File: src/hdl/nta_pkg.sv
// Package for the number to ASCII line converter: constants, microcode and helpers.
package nta_pkg;

	localparam int VALUE_BITS = 32;
	localparam int MAX_DIGITS = VALUE_BITS;
	localparam int CNT_W      = $clog2(VALUE_BITS);
	localparam int ND_W       = $clog2(MAX_DIGITS + 1);
	localparam int STK_W      = $clog2(MAX_DIGITS);
	localparam int RADIX_W    = 6;
	localparam int CHAR_W     = 8;
	localparam int PC_W       = 3;

	localparam logic [RADIX_W-1:0] RADIX_RESET = 6'd10;
	localparam logic [RADIX_W-1:0] RADIX_MIN   = 6'd2;
	localparam logic [RADIX_W-1:0] RADIX_MAX   = 6'd36;
	localparam logic [CHAR_W-1:0]  CHAR_T      = 8'h54;
	localparam logic [CHAR_W-1:0]  CHAR_NL     = 8'h0A;
	localparam logic [CHAR_W-1:0]  CHAR_ZERO   = 8'h30;
	localparam logic [CHAR_W-1:0]  CHAR_A      = 8'h41;
	localparam logic [RADIX_W-1:0] DEC_DIGITS  = 6'd10;

	typedef logic [PC_W-1:0] step_t;

	// Program addresses.
	localparam step_t STEP_IDLE     = 3'd0;
	localparam step_t STEP_DIV_INIT = 3'd1;
	localparam step_t STEP_DIV_STEP = 3'd2;
	localparam step_t STEP_PUSH     = 3'd3;
	localparam step_t STEP_T0       = 3'd4;
	localparam step_t STEP_T1       = 3'd5;
	localparam step_t STEP_DIGIT    = 3'd6;
	localparam step_t STEP_NL       = 3'd7;

	typedef enum logic [2:0] {
		OP_WAIT_IN,
		OP_DIV_INIT,
		OP_DIV_STEP,
		OP_PUSH,
		OP_EMIT_T,
		OP_EMIT_DIGIT,
		OP_EMIT_NL
	} op_t;

	typedef enum logic [2:0] {
		COND_NEVER,
		COND_ALWAYS,
		COND_CNT_NZ,
		COND_MORE_DIGITS,
		COND_ND_MORE
	} cond_t;

	typedef struct packed {
		op_t   op;
		cond_t cond;
		step_t target;
	} ucode_t;

	// The program: one control word per step. When a step completes, the
	// sequencer jumps to target if the condition holds, else falls through.
	function automatic ucode_t ucode_rom(input step_t pc);
		ucode_t w;
		unique case (pc)
			STEP_IDLE:     w = '{OP_WAIT_IN,    COND_NEVER,       STEP_IDLE};
			STEP_DIV_INIT: w = '{OP_DIV_INIT,   COND_NEVER,       STEP_IDLE};
			STEP_DIV_STEP: w = '{OP_DIV_STEP,   COND_CNT_NZ,      STEP_DIV_STEP};
			STEP_PUSH:     w = '{OP_PUSH,       COND_MORE_DIGITS, STEP_DIV_INIT};
			STEP_T0:       w = '{OP_EMIT_T,     COND_NEVER,       STEP_IDLE};
			STEP_T1:       w = '{OP_EMIT_T,     COND_NEVER,       STEP_IDLE};
			STEP_DIGIT:    w = '{OP_EMIT_DIGIT, COND_ND_MORE,     STEP_DIGIT};
			STEP_NL:       w = '{OP_EMIT_NL,    COND_ALWAYS,      STEP_IDLE};
			default:       w = '{OP_WAIT_IN,    COND_NEVER,       STEP_IDLE};
		endcase
		return w;
	endfunction

	function automatic logic [RADIX_W-1:0] effective_base(input logic [RADIX_W-1:0] r);
		logic [RADIX_W-1:0] b;
		if (r < RADIX_MIN) begin
			b = DEC_DIGITS;
		end else if (r > RADIX_MAX) begin
			b = RADIX_MAX;
		end else begin
			b = r;
		end
		return b;
	endfunction

	function automatic logic [CHAR_W-1:0] digit_char(input logic [RADIX_W-1:0] d);
		logic [CHAR_W-1:0] c;
		if (d < DEC_DIGITS) begin
			c = CHAR_ZERO + CHAR_W'(d);
		end else begin
			c = CHAR_A + CHAR_W'(d - DEC_DIGITS);
		end
		return c;
	endfunction

endpackage

File: src/hdl/number_to_ascii_line.sv
// Top level of the number to ASCII line converter with its microcoded sequencer.
//
//  Channel   Signals                              Contents
//  --------  -----------------------------------  ----------------------------------
//  in        in_tvalid, in_tready, in_tdata[31:0]  value to convert
//  out       out_tvalid, out_tready,               one text byte per request;
//            out_tdata[7:0], out_tlast             tlast on the closing newline
//  config    cfg_we, cfg_wdata[5:0]                radix, written at once
//
// Each digit is found by clearing the remainder, running 32 restoring
// division steps (one quotient bit each, through a single 7-bit subtractor),
// and pushing the digit. A line of n digits is then sent as two T bytes,
// the n digits and a newline.
// Reset sets the radix to ten and puts the sequencer at its wait step.
// A stalled sink holds the sequencer in its current emit step; a new value is
// taken as soon as the sequencer is back at the wait step, even while the
// newline still waits in the output register.
module number_to_ascii_line (
	input  logic                         clk,
	input  logic                         arst_n,
	// value
	input  logic [nta_pkg::VALUE_BITS-1:0] in_tdata,
	input  logic                         in_tvalid,
	output logic                         in_tready,
	// char_out
	output logic [nta_pkg::CHAR_W-1:0]   out_tdata,
	output logic                         out_tlast,
	output logic                         out_tvalid,
	input  logic                         out_tready,
	input  logic                         cfg_we,
	input  logic [nta_pkg::RADIX_W-1:0]  cfg_wdata
);
	import nta_pkg::*;

	// Sequencer.
	step_t                   pc_q;
	step_t                   pc_next;
	ucode_t                  uw;
	logic                    step_done;
	logic                    cond_true;

	// Datapath registers.
	logic [RADIX_W-1:0]      radix_q;
	logic [VALUE_BITS-1:0]   val_q;
	logic [RADIX_W-1:0]      rem_q;
	logic [CNT_W-1:0]        cnt_q;
	logic [ND_W-1:0]         nd_q;
	logic [RADIX_W-1:0]      stack_q [MAX_DIGITS];

	logic [CHAR_W-1:0]       out_data_q;
	logic                    out_last_q;
	logic                    out_valid_q;

	// Combinational datapath.
	logic [RADIX_W-1:0]      base;
	logic [RADIX_W:0]        trial;
	logic                    q_bit;
	logic [RADIX_W-1:0]      rem_next;
	logic [ND_W-1:0]         nd_m1;
	logic                    slot_free;
	logic                    emit;
	logic [CHAR_W-1:0]       emit_char;

	assign base      = effective_base(radix_q);
	assign uw        = ucode_rom(pc_q);
	assign slot_free = !out_valid_q || out_tready;
	assign nd_m1     = nd_q - 1'b1;

	// One restoring division step: shift in the next dividend bit and
	// subtract the base when it fits.
	assign trial    = {rem_q, val_q[VALUE_BITS-1]};
	assign q_bit    = (trial >= {1'b0, base});
	assign rem_next = q_bit ? RADIX_W'(trial - {1'b0, base}) : RADIX_W'(trial);

	always_comb begin
		step_done = 1'b1;
		emit      = 1'b0;
		emit_char = CHAR_T;
		unique case (uw.op)
			OP_WAIT_IN: begin
				step_done = in_tvalid;
			end
			OP_EMIT_T: begin
				step_done = slot_free;
				emit      = slot_free;
				emit_char = CHAR_T;
			end
			OP_EMIT_DIGIT: begin
				step_done = slot_free;
				emit      = slot_free;
				emit_char = digit_char(stack_q[nd_m1[STK_W-1:0]]);
			end
			OP_EMIT_NL: begin
				step_done = slot_free;
				emit      = slot_free;
				emit_char = CHAR_NL;
			end
			default: begin
				step_done = 1'b1;
			end
		endcase

		// Conditions are evaluated on the register values of this step.
		unique case (uw.cond)
			COND_ALWAYS:      cond_true = 1'b1;
			COND_CNT_NZ:      cond_true = (cnt_q != '0);
			COND_MORE_DIGITS: cond_true = (val_q != '0) &&
				(nd_q != ND_W'(MAX_DIGITS - 1));
			COND_ND_MORE:     cond_true = (nd_q != ND_W'(1));
			default:          cond_true = 1'b0;
		endcase

		if (!step_done) begin
			pc_next = pc_q;
		end else if (cond_true) begin
			pc_next = uw.target;
		end else begin
			pc_next = pc_q + 1'b1;
		end
	end

	always_ff @(posedge clk or negedge arst_n) begin
		if (!arst_n) begin
			pc_q        <= STEP_IDLE;
			radix_q     <= RADIX_RESET;
			out_valid_q <= 1'b0;
		end else begin
			pc_q <= pc_next;
			if (cfg_we) begin
				radix_q <= cfg_wdata;
			end
			if (emit) begin
				out_valid_q <= 1'b1;
			end else if (out_tready) begin
				out_valid_q <= 1'b0;
			end
		end
	end

	// Datapath registers follow the control word of the current step.
	always_ff @(posedge clk) begin
		unique case (uw.op)
			OP_WAIT_IN: begin
				if (in_tvalid) begin
					val_q <= in_tdata;
					nd_q  <= '0;
				end
			end
			OP_DIV_INIT: begin
				rem_q <= '0;
				cnt_q <= CNT_W'(VALUE_BITS - 1);
			end
			OP_DIV_STEP: begin
				rem_q <= rem_next;
				val_q <= {val_q[VALUE_BITS-2:0], q_bit};
				cnt_q <= cnt_q - 1'b1;
			end
			OP_PUSH: begin
				stack_q[nd_q[STK_W-1:0]] <= rem_q;
				nd_q <= nd_q + 1'b1;
			end
			OP_EMIT_DIGIT: begin
				if (slot_free) begin
					nd_q <= nd_m1;
				end
			end
			default: begin
			end
		endcase
		if (emit) begin
			out_data_q <= emit_char;
			out_last_q <= (uw.op == OP_EMIT_NL);
		end
	end

	assign in_tready  = (uw.op == OP_WAIT_IN);
	assign out_tvalid = out_valid_q;
	assign out_tdata  = out_data_q;
	assign out_tlast  = out_last_q;

endmodule

File: config.mk
export PLATFORM = sky130hd
export DESIGN_NAME = number_to_ascii_line
export DESIGN_NICKNAME = d
export VERILOG_FILES = /design/src/hdl/nta_pkg.sv /design/src/hdl/number_to_ascii_line.sv
export SDC_FILE = /design/constraint.sdc
export NUM_CORES = 1
export LEC_CHECK = 0
export ABC_AREA = 0
export CAP_MARGIN = 20
export CORE_MARGIN = 1
export CORE_UTILIZATION = 55
export DETAILED_ROUTE_END_ITERATION = 10
export DONT_BUFFER_PORTS = 1
export PLACE_DENSITY = 0.77
export SLEW_MARGIN = 20
export SYNTH_ARGS = -nofsm -noshare
export SYNTH_HDL_FRONTEND = slang
export SYNTH_SLANG_ARGS = --single-unit
File: constraint.sdc
create_clock -name clk -period 5.62 [get_ports clk]
set_input_delay 0.281 -clock clk [delete_from_list [all_inputs] [get_ports clk]]
set_output_delay 0.281 -clock clk [all_outputs]
set_load 0.1 [all_outputs]
==> summary.md <==
| Metric | Value |
|---|---|
| Sw frac | 38.7% |
| Switching Power | about 3.2 mW |
| Leading cell type in the layout, fill and taps excluded | edfxtp_1 |
| Async set-reset flop share out of synthesis | 3.85% |
| Fin. max-slew vios | 0 |
| Internal Pwr Total | 5.04 mW |
| Startpoint types | register |
| Met1 Use GR | 31.6% |
| Crit share post-route | 77.1% |
| DRT Pass-1 Iters | 5 |
| CTS Root Cell | clkbuf_16 |
| Hold Crit Class | primary input to async pin |
| # DRC | 0 |
| Largest fanout on the critical path | 25 |
| Final Non-Filler Cells | 1,117 |
| WHS | approximately 0.17 ns |
| Final design utilization | 64.4% |
| Setup repair bufs after CTS | 0 |
| Setup Viol. Count Final | 0 |
| Antenna cells | 0 |
| Mapped cell area | 11,500 sq um |
| Die Span X | 146 um |
| Seq pwr share | 39.0% |
| CTS Buffer Depth | 3 |
| Fin crit period | 4.33 ns |
| Antenna-violating nets left | 0 |
| Crit. End Element | register |
| Max Fclk | 231 MHz |
| Hold-fix buffers, CTS | 42 |
| Number of synthesized flops with an enable pin | 250 |
| Initial antenna violation count | 0 |
| Final wirelength | around 25 mm |
| Avg Cell Area, Syn | 14.6 sq um |
| M3 GR Usage | 2.97% |
| Max-cap violations | 0 |
| H-tree depth | 1 |
| Via density | 6.21 |
| Outcome | complete, no violations |
| Cell area after layout | 13,100 sq um |
| Grt ovf | 0 |
| Sequential share of the synthesized area | 67.7% |
| All-layer global routing usage | 23.7% |
| # resized after CTS | 0 |
| Reg clk slew, reported paths | 0.06 ns |
| Vias in the first global route | ~7,000 |
| Cells after Synth | 782 |
| Die ar. | 21,400 sq um |
| CTS sink cnt | 260 |
| GR peak layer | met2 |
| Yosys warnings | 0 |
| I/O Pins | 54 |
| CTS tree | built |
| CTS buffer count | 27 |
| Post-Route Skew | between 0.01 and 0.015 ns |
| Row cnt | 52 |
| Yosys reg bits | 260 |
| Clk_lat worst skew | 0.52 ns |
| Layout cells sized above 1 | 14.9% |
| DRC marker count from the first detailed-route iteration | ~680 |
| Setup CP Type | register to register |
| Met2 usage | 41.5% |
| Cells after DPL | approximately 1,000 |
| Via Count | 6,934 |
| Synth unique cells | just under 60 |
| Most frequent cells in the layout | edfxtp_1, nand2_1, nor2_1, mux4_2, dlygate4sd3_1 |
| Slew HR | 24.5% |
| Final hold vios | 0 |
| RSZ-0062 raised after global routing | false |
| Comb pwr share | roughly two fifths |
| Dpl cell area | roughly 12,000 sq um |
| Layout area overhead | 14.2% |
| LEAKAGE | 4.49 nW |
| Post-detail-place hpwl | 15.3 mm |
| PwrDens | 629 nW/um^2 |
| Arr. time, crit path | 4.61 ns |
| First-pass GRT wire length | 38.8 mm |
| Largest net degree at the start of global routing | 49 |
| Port bufs | 0 |
| Die H | 146 um |
| Wire per inst | 22.2 um |
| Initial Util | 56.4% |
| Total Negative Setup Slacks | 0 ns |
| Routability cong. | 0.876 |
| Clock group share of total power | 21.7% |
| Worst vdd ir | 0.399 mV |
| Most used DFF post-synth | edfxtp_1 |
| Syn nets | 844 |
| WP data required | about 5.9 ns |
| Core box area | 20,300 sq um |
| Worst-margin pin slew | 1.13 ns |
| Final #Nets | 890 |
[layout make-up]
| cell class | instances | area [sq um] |
|---|---|---|
| Sequential cell | 260 | 7760 |
| Clock buffer | 31 | 701 |
| Clock inverter | 17 | 190 |
| Fill cell | 1374 | 7220 |
| Inverter | 16 | 60.1 |
| Tap cell | 270 | 338 |
| Multi-Input combinational cell | 470 | 3490 |
| Timing Repair Buffer | 53 | 538 |
[Yosys cell counts, types with 5 or more instances]
cell | instances | area share (%)
nor2_1 | 76 | 2.5
mux2i_1 | 26 | 2.3
nand2b_1 | 7 | 0.38
ha_1 | 18 | 2.0
a21oi_1 | 8 | 0.35
xnor2_1 | 9 | 0.69
nand4_1 | 10 | 0.55
dfrtp_1 | 8 | 1.7
buf_2 | 12 | 0.52
o21ai_0 | 28 | 1.2
nor4_1 | 10 | 0.55
clkbuf_1 | 19 | 0.62
edfxtp_1 | 250 | 66
nor2b_1 | 5 | 0.27
o22ai_1 | 7 | 0.38
nor3_1 | 10 | 0.44
nand2_1 | 140 | 4.6
inv_1 | 14 | 0.46
mux2_2 | 10 | 0.98
nand3_1 | 9 | 0.39
mux4_2 | 46 | 9.0
xor2_1 | 5 | 0.38
[flip-flops by register name, summed over array words and instances (netlist names)]
signal and cells:
rem_q 6, out_tvalid 1, stack_q 192, out_tdata 8
nd_q 6, radix_q 6, out_tlast 1, val_q 32
cnt_q 5, pc_q 3
[power by group through the flow]
stage	Clock, mW	Combinational [mW]	Sequential (mW)
after floorplan	0	2.34	3.10
after global placement	0	2.85	3.27
after detailed placement	0	3.00	3.30
after CTS	1.80	3.07	3.26
after global routing	1.87	3.47	3.25
final	1.79	3.23	3.21
[logic make-up (layout without fill, tap and decap cells)]
logic type / count (synthesis) / in the layout / synth area share (%)
xor+xnor: 14 / 14 / 1.07
mux: 82 / 82 / 12.3
buf+inv: 52 / 117 / 1.97
fa+ha+maj: 19 / 19 / 2.14
flops: 260 / 260 / 67.7
other cells: 1 / 1 / 0.0327
simple gates: 288 / 288 / 11.1
compound gates: 66 / 66 / 3.69
[critical path: stages (launching register included)]
cell and delay [ns]:
edfxtp_1 0.55, inv_1 0.12, ha_2 0.61, buf_4 0.45, mux2i_1 0.16, mux4_2 0.50
o21ai_0 0.10, nand4_1 0.28, ha_1 0.45, nand2b_1 0.20, or4_1 0.48, and3_1 0.19
[per-layer routing]
| metal | wire (um) | part of all wire, % | up-vias |
|---|---|---|---|
| met5 | 0 | 0 | - |
| met4 | 522 | 2.1 | 0 |
| met2 | 12900 | 52 | 336 |
| met3 | 1730 | 7.0 | 51 |
| li1 | - | - | 3043 |
| met1 | 9700 | 39 | 3504 |
[worst paths after layout]
check                      slack [ns]           end  startpoint  cells past startpoint
max                              1.29  out_tdata[4]     nd_q[1]                     11
min                              0.17       pc_q[1]      arst_n                      1
max reg2reg                      1.29  out_tdata[4]     nd_q[1]                     11
min reg2reg                      0.52    radix_q[0]  radix_q[0]                      1
max in group asynchronous        5.09    radix_q[1]      arst_n                      1
min in group clk                 0.19       pc_q[1]   in_tvalid                      2
[metrics by stage]
step	setup slack (ns)	total power, mW
6_report	1.29	8.23
4_1_cts	1.34	8.13
2_1_floorplan	1.88	5.44
3_3_place_gp	1.56	6.11
5_1_grt	1.18	8.59
3_5_place_dp	1.36	6.29
Power figures use the tool's default switching activity.
